**src/sv/ffha_pkg.sv**
```systemverilog
// ----------------------------------------------------------------------------
// ffha_pkg
// Shared types and constants for the first-fit heap allocator.
// ----------------------------------------------------------------------------
package ffha_pkg;

  localparam int unsigned HeapBytes   = 1024;
  localparam int unsigned HeaderBytes = 12;

  localparam int unsigned AddrW = $clog2(HeapBytes);   // heap offset
  localparam int unsigned SizeW = AddrW + 1;           // stored block size
  localparam int unsigned PosW  = AddrW + 2;           // walk pointer, run sum

  localparam logic [SizeW-1:0] HeapSize = SizeW'(HeapBytes);
  localparam logic [PosW-1:0]  HdrPos   = PosW'(HeaderBytes);
  localparam logic [PosW-1:0]  HeapPos  = PosW'(HeapBytes);

  localparam logic CMD_ALLOC = 1'b0;
  localparam logic CMD_FREE  = 1'b1;

  localparam logic STATUS_DONE    = 1'b0;
  localparam logic STATUS_NO_ROOM = 1'b1;

  typedef struct packed {
    logic             valid;
    logic             free_f;
    logic [SizeW-1:0] size;
  } entry_t;

  typedef enum logic [1:0] {
    RD_POS = 2'd0,
    RD_P   = 2'd1,
    RD_OFF = 2'd2
  } rd_sel_e;

  typedef enum logic [2:0] {
    WR_NONE  = 3'd0,
    WR_CLEAR = 3'd1,
    WR_INVAL = 3'd2,
    WR_START = 3'd3,
    WR_NF    = 3'd4,
    WR_FREE  = 3'd5
  } wr_sel_e;

  typedef enum logic [1:0] {
    RES_NONE = 2'd0,
    RES_OK   = 2'd1,
    RES_FAIL = 2'd2,
    RES_FREE = 2'd3
  } res_sel_e;

  typedef enum logic [1:0] {
    POS_HOLD = 2'd0,
    POS_ADD_FREE = 2'd1,
    POS_ADD_USED = 2'd2
  } pos_op_e;

  typedef struct packed {
    logic     load;
    logic     rd_en;
    rd_sel_e  rd_sel;
    wr_sel_e  wr_sel;
    res_sel_e res_sel;
    pos_op_e  pos_op;
    logic     start_set;
    logic     p_init;
    logic     p_next;
  } dp_cmd_t;

  typedef struct packed {
    logic clr_last;
    logic rd_valid;
    logic rd_free;
    logic size_nz;
    logic pos_ge_heap;
    logic pos_eq_start;
    logic sum_ge_need;
    logic p_in_run;
    logic p_is_start;
    logic nxt_le_p;
    logic split;
    logic nf_in_heap;
  } dp_stat_t;

endpackage

```
**src/sv/ffha_ctrl.sv**
```systemverilog
// ----------------------------------------------------------------------------
// ffha_ctrl
// Sequencer for clearing, header walks, run merging and responses.
// ----------------------------------------------------------------------------
module ffha_ctrl import ffha_pkg::*; (
  input  logic     clk_i,
  input  logic     rst_ni,
  input  logic     start,
  input  logic     cmd_i,
  input  dp_stat_t stat_i,
  output dp_cmd_t  cmd_o,
  output logic     busy,
  output logic     done_o
);

  typedef enum logic [16:0] {
    S_CLEAR = 17'h00001,
    S_IDLE  = 17'h00002,
    S_F_RD  = 17'h00004,
    S_F_EV  = 17'h00008,
    S_O_CHK = 17'h00010,
    S_O_EV  = 17'h00020,
    S_I_CHK = 17'h00040,
    S_I_EV  = 17'h00080,
    S_I_END = 17'h00100,
    S_K_CHK = 17'h00200,
    S_K_EV  = 17'h00400,
    S_K_END = 17'h00800,
    S_M_CHK = 17'h01000,
    S_M_EV  = 17'h02000,
    S_M_WS  = 17'h04000,
    S_M_WN  = 17'h08000,
    S_RESP  = 17'h10000
  } state_e;

  state_e state_q, state_d;

  always_comb begin
    state_d = state_q;
    cmd_o   = '{load: 1'b0, rd_en: 1'b0, rd_sel: RD_POS, wr_sel: WR_NONE,
                res_sel: RES_NONE, pos_op: POS_HOLD, start_set: 1'b0,
                p_init: 1'b0, p_next: 1'b0};
    unique case (state_q)
      S_CLEAR: begin
        cmd_o.wr_sel = WR_CLEAR;
        if (stat_i.clr_last) state_d = S_IDLE;
      end
      S_IDLE: begin
        if (start) begin
          cmd_o.load = 1'b1;
          state_d    = (cmd_i == CMD_FREE) ? S_F_RD : S_O_CHK;
        end
      end
      S_F_RD: begin
        cmd_o.rd_en  = 1'b1;
        cmd_o.rd_sel = RD_OFF;
        state_d      = S_F_EV;
      end
      S_F_EV: begin
        if (stat_i.rd_valid && !stat_i.rd_free) cmd_o.wr_sel = WR_FREE;
        cmd_o.res_sel = RES_FREE;
        state_d       = S_RESP;
      end
      S_O_CHK: begin
        if (stat_i.pos_ge_heap) begin
          cmd_o.res_sel = RES_FAIL;
          state_d       = S_RESP;
        end else begin
          cmd_o.rd_en     = 1'b1;
          cmd_o.start_set = 1'b1;
          state_d         = S_O_EV;
        end
      end
      S_O_EV, S_I_EV: begin
        if (!stat_i.rd_valid && state_q == S_O_EV) begin
          cmd_o.res_sel = RES_FAIL;
          state_d       = S_RESP;
        end else if (stat_i.rd_valid && stat_i.rd_free && stat_i.size_nz) begin
          cmd_o.pos_op = POS_ADD_FREE;
          state_d      = S_I_CHK;
        end else begin
          state_d = S_I_END;
        end
      end
      S_I_CHK: begin
        if (stat_i.pos_ge_heap) begin
          state_d = S_I_END;
        end else begin
          cmd_o.rd_en = 1'b1;
          state_d     = S_I_EV;
        end
      end
      S_I_END: begin
        if (stat_i.sum_ge_need) begin
          cmd_o.p_init = 1'b1;
          state_d      = S_M_CHK;
        end else begin
          state_d = S_K_CHK;
        end
      end
      S_K_CHK: begin
        if (stat_i.pos_ge_heap) begin
          state_d = S_K_END;
        end else begin
          cmd_o.rd_en = 1'b1;
          state_d     = S_K_EV;
        end
      end
      S_K_EV: begin
        if (stat_i.rd_valid && !stat_i.rd_free) begin
          cmd_o.pos_op = POS_ADD_USED;
          state_d      = S_K_CHK;
        end else begin
          state_d = S_K_END;
        end
      end
      S_K_END: begin
        if (stat_i.pos_eq_start) begin
          cmd_o.res_sel = RES_FAIL;
          state_d       = S_RESP;
        end else begin
          state_d = S_O_CHK;
        end
      end
      S_M_CHK: begin
        if (stat_i.p_in_run) begin
          cmd_o.rd_en  = 1'b1;
          cmd_o.rd_sel = RD_P;
          state_d      = S_M_EV;
        end else begin
          state_d = S_M_WS;
        end
      end
      S_M_EV: begin
        if (!stat_i.p_is_start) cmd_o.wr_sel = WR_INVAL;
        if (stat_i.nxt_le_p) begin
          state_d = S_M_WS;
        end else begin
          cmd_o.p_next = 1'b1;
          state_d      = S_M_CHK;
        end
      end
      S_M_WS: begin
        cmd_o.wr_sel  = WR_START;
        cmd_o.res_sel = RES_OK;
        state_d       = (stat_i.split && stat_i.nf_in_heap) ? S_M_WN : S_RESP;
      end
      S_M_WN: begin
        cmd_o.wr_sel = WR_NF;
        state_d      = S_RESP;
      end
      S_RESP: begin
        state_d = S_IDLE;
      end
      default: state_d = S_IDLE;
    endcase
  end

  always_ff @(posedge clk_i or negedge rst_ni) begin
    if (!rst_ni) begin
      state_q <= S_CLEAR;
    end else begin
      state_q <= state_d;
    end
  end

  assign busy   = (state_q != S_IDLE);
  assign done_o = (state_q == S_RESP);

  a_done_single: assert property (@(posedge clk_i) disable iff (!rst_ni)
    done_o |=> !done_o) else $error("result strobe held for two cycles");

  a_accept_busy: assert property (@(posedge clk_i) disable iff (!rst_ni)
    (start && !busy) |=> busy) else $error("accepted transaction did not raise busy");

  a_clear_no_write: assert property (@(posedge clk_i) disable iff (!rst_ni)
    (state_q == S_CLEAR) |-> (busy && !done_o))
    else $error("idle or strobe during clearing pass");

  a_merge_after_grant: assert property (@(posedge clk_i) disable iff (!rst_ni)
    (state_q == S_M_WS) |=> (state_q == S_M_WN || state_q == S_RESP))
    else $error("grant write not followed by split write or response");

endmodule

```
**config.mk**
```make
export PLATFORM = sky130hd
export DESIGN_NAME = ffha_ctrl
export DESIGN_NICKNAME = d
export VERILOG_FILES = /design/src/sv/ffha_pkg.sv /design/src/sv/ffha_ctrl.sv
export SDC_FILE = /design/constraint.sdc
export NUM_CORES = 1
export LEC_CHECK = 0
export ABC_AREA = 1
export BUFFER_PORTS_ARGS = -buffer_cell sky130_fd_sc_hd__clkbuf_2
export CAP_MARGIN = 0
export CELL_PAD_IN_SITES_DETAIL_PLACEMENT = 1
export CELL_PAD_IN_SITES_GLOBAL_PLACEMENT = 2
export CORE_ASPECT_RATIO = 1.25
export CORE_MARGIN = 3
export CORE_UTILIZATION = 29
export DETAILED_ROUTE_END_ITERATION = 6
export PLACE_DENSITY = 0.77
export SYNTH_ARGS = -nofsm -noshare
export SYNTH_HDL_FRONTEND = slang
export SYNTH_SLANG_ARGS = --single-unit
```
**constraint.sdc**
```tcl
create_clock -name clk_i -period 1.8 [get_ports clk_i]
set_input_delay 0.09 -clock clk_i [delete_from_list [all_inputs] [get_ports clk_i]]
set_output_delay 0.09 -clock clk_i [all_outputs]
set_load 0.01 [all_outputs]
```
==> impl_metrics.env <==
export IMPL_clock_latency_ns=0.25
export IMPL_avgRoutedWirePerCell_um=15.25
export IMPL_gp_congestion=0.7870
export IMPL_dp_hpwl_um=3088
export IMPL_cp_required_ns=1.71
export IMPL_ys_ff_latch=17
export IMPL_switching_share=0.4384
export IMPL_crit_chain="nor2_1 -> nand2_2 -> nor2_4 -> buf_12 -> nand3_4 -> nor2_4 -> nor3_2 -> o21ai_1 -> buf_2"
export IMPL_clk_pin_slew_ns=0.07
export IMPL_fin_crit_sh=0.9898
export IMPL_rsz0062_at_grt="yes"
export IMPL_synth_ff_type="dfrtp_1"
export IMPL_fin_nets=239
export IMPL_clkPwrFrac=0.153
export IMPL_io_buffers=31
export IMPL_netlist_instances=166
export IMPL_core_mm2=0.003941
export IMPL_grt_antenna_before_repair=0
export IMPL_worstSetupEndpointType="output port"
export IMPL_fin_tns_setup_ns=0
export IMPL_syn_num_nets=182
export IMPL_slew_violations=0
export IMPL_io_pins=32
export IMPL_crit_type="flop to output port"
export IMPL_numCtsBuffers=3
export IMPL_grt_pass1_vias=1424
export IMPL_total_power_mw=1.876
export IMPL_grt_ovfl_total=0
export IMPL_hold_path_class="input pin to flop"
export IMPL_synth_warnings=0
export IMPL_rr_startpoint="state_q[0]"
export IMPL_finalNonFillerCells=276
export IMPL_cpPeakStageDelay_ns=0.41
export IMPL_grt_usage=0.1680
export IMPL_ys_types=24
export IMPL_switchingPower_mw=0.8225
export IMPL_synth_edf_count=0
export IMPL_worstSetupStartpointType="flop"
export IMPL_regMostFlops="state_q"
export IMPL_slew_limit_headroom=0.6904
export IMPL_antenna_diode_count=0
export IMPL_finalHoldViolCount=0
export IMPL_clk_path_buf_depth=2
export IMPL_areaGrowthSynthToFinish_pct=48.58
export IMPL_cts_htree_levels=1
export IMPL_vdd_drop_max_uv=595.5
export IMPL_syn_area_mm2=0.001234
export IMPL_skew_ns=0.004946
export IMPL_syn_avg_cell_area_um2=7.432
export IMPL_first_pass_iters=4
export IMPL_grt_pass1_wl_um=6672
export IMPL_vias=1316
export IMPL_hp_start="stat_i[5]"
export IMPL_pwr_share_seq=0.249
export IMPL_die_x_um=64.34
export IMPL_start_util=0.3130
export IMPL_drtAntennaViolNets=0
export IMPL_worstMarginPinSlew_ns=0.4644
export IMPL_clockRootBuffer="clkbuf_8"
export IMPL_finalSetupViolCount=0
export IMPL_dieArea_mm2=0.005077
export IMPL_critical_path_max_fanout=5
export IMPL_worstPathArrival_ns=1.69
export IMPL_crit_family="simple AND/OR/NAND/NOR gates"
export IMPL_hold_slack_ns=0.05972
export IMPL_fin_crit_ns=1.782
export IMPL_crit_buf_inv=2
export IMPL_initialDrtViolationCount=27
export IMPL_comb_power_share=0.598
export IMPL_largest_reg_flops=17
export IMPL_fmax_mhz=561.3
export IMPL_drc_errors=0
export IMPL_cts_sink_count=17
export IMPL_rows=25
export IMPL_async_flop_share=1.000
export IMPL_critPathMostFrequentCell="nor2_4"
export IMPL_grt_start_max_net_pins=18
export IMPL_layout_drive_gt1_share=0.5045
export IMPL_p_int_mw=1.054
export IMPL_status="finished, final reports clean"
export IMPL_vias_per_cell=4.768
export IMPL_largestRegisters="state_q x17"
export IMPL_finalWirelength_um=4209
export IMPL_p_leak_nw=0.9503
export IMPL_ys_seq_area_frac=0.3458
export IMPL_die_h_um=78.92
export IMPL_power_density_mw_per_mm2=1024
export IMPL_critPathSlowestCell="dfrtp_1"
export IMPL_crit_start="state_q[14]"
export IMPL_cts_tree="done"
export IMPL_drv_cap=0
export IMPL_dp_cells=251
==> stage by stage <==
step	instance area (um2)	setup slack, ns	utilization
after floorplan	1234	0.3333	-
after global placement	1461	0.01595	0.3708
after detailed placement	1461	0.07274	0.3708
after CTS	1642	0.002500	0.4165
after global routing	1833	-0.07204	0.4651
final	1833	0.01829	0.4651
==> cell usage in the layout (no fill, tap or decap) <==
master	Yosys	layout
nand2_1	18	15
nor3_1	2	1
nor2_4	5	10
o21ai_1	0	2
nand3b_1	4	4
and2_4	0	1
nand2_4	2	2
and3_1	1	1
nand4_4	0	1
inv_1	27	25
dlygate4sd3_1	0	1
dfrtp_2	0	2
inv_2	2	3
o22ai_1	6	6
clkbuf_8	0	3
o21ai_2	1	1
clkbuf_2	0	29
nor3b_1	1	1
nor3_2	1	2
buf_6	2	1
inv_4	0	1
nor2_2	7	13
o21ai_0	3	1
nand3_1	12	10
nand4_1	5	5
dfstp_2	1	1
nor2_1	35	24
dfrtp_1	16	14
nand3_4	0	6
clkinv_2	0	1
buf_2	0	2
buf_4	0	18
nand2_2	3	6
nand3_2	10	6
buf_12	0	3
==> cells in the mapped netlist (2+ instances only) <==
cell type  instances  area [um2]
inv_2              2       7.510
nor2_4             5       56.30
buf_6              2       22.52
nand4_1            5       31.28
nor3_1             2       10.01
nand3_2           10       100.1
nor2_2             7       43.79
nand2_4            2       22.52
o21ai_0            3       15.01
nand2_2            3       18.77
nor2_1            35       131.4
dfrtp_1           16       400.4
nand3_1           12       60.06
o22ai_1            6       37.54
nand3b_1           4       30.03
inv_1             27       101.4
nand2_1           18       67.56
==> repair_timing <==
action	CTS	global route
pin swaps	10	13
setup endpoints to repair	7	5
gates resized for setup	14	26
hold buffers	1	0
hold endpoints to repair	16	0
buffers inserted	8	12
==> power by group through the flow <==
stage / sequential (mW) / clock, mW / combinational (mW)
after floorplan: 0.457 / 0 / 0.576
after global placement: 0.463 / 0 / 0.798
after detailed placement: 0.468 / 0 / 0.808
after CTS: 0.466 / 0.296 / 0.890
after global routing: 0.473 / 0.321 / 1.23
final: 0.467 / 0.288 / 1.12
==> metal layers <==
| layer | global-route usage | vias up | routed length [um] |
|---|---|---|---|
| li1 | - | 650 | - |
| met1 | 0.2019 | 632 | 1721 |
| met2 | 0.3079 | 28 | 2304 |
| met3 | 0.02122 | 6 | 124 |
| met4 | 0.05074 | 0 | 59 |
| met5 | 0 | - | 0 |
==> layout make-up <==
class,instances,area [um2]
Clock buffer,3,41.29
Clock inverter,1,5.005
Fill cell,505,2108
Inverter,29,111.4
Multi-Input combinational cell,118,807.0
Sequential cell,17,429.2
Tap cell,54,67.56
Timing Repair Buffer,54,371.6
==> final timing paths <==
check | cells after the start | slack, ns | endpoint
hold / removal | 2 | 0.06 | state_q[9]
max in group asynchronous | 2 | 1.12 | state_q[8]
setup / recovery | 9 | 0.02 | cmd_o[12]
min in group asynchronous | 2 | 0.34 | state_q[15]
hold reg to reg | 3 | 0.63 | state_q[3]
setup reg to reg | 12 | 0.12 | state_q[1]
==> kinds of logic (layout without fill, tap and decap cells) <==
| kind of cell | after synthesis | count (layout) | synth area share |
|---|---|---|---|
| simple gates | 108 | 108 | 0.4980 |
| buf+inv | 31 | 87 | 0.1065 |
| flops | 17 | 17 | 0.3458 |
| compound gates | 10 | 10 | 0.04970 |
No activity file was read; power rests on OpenSTA's default activity.
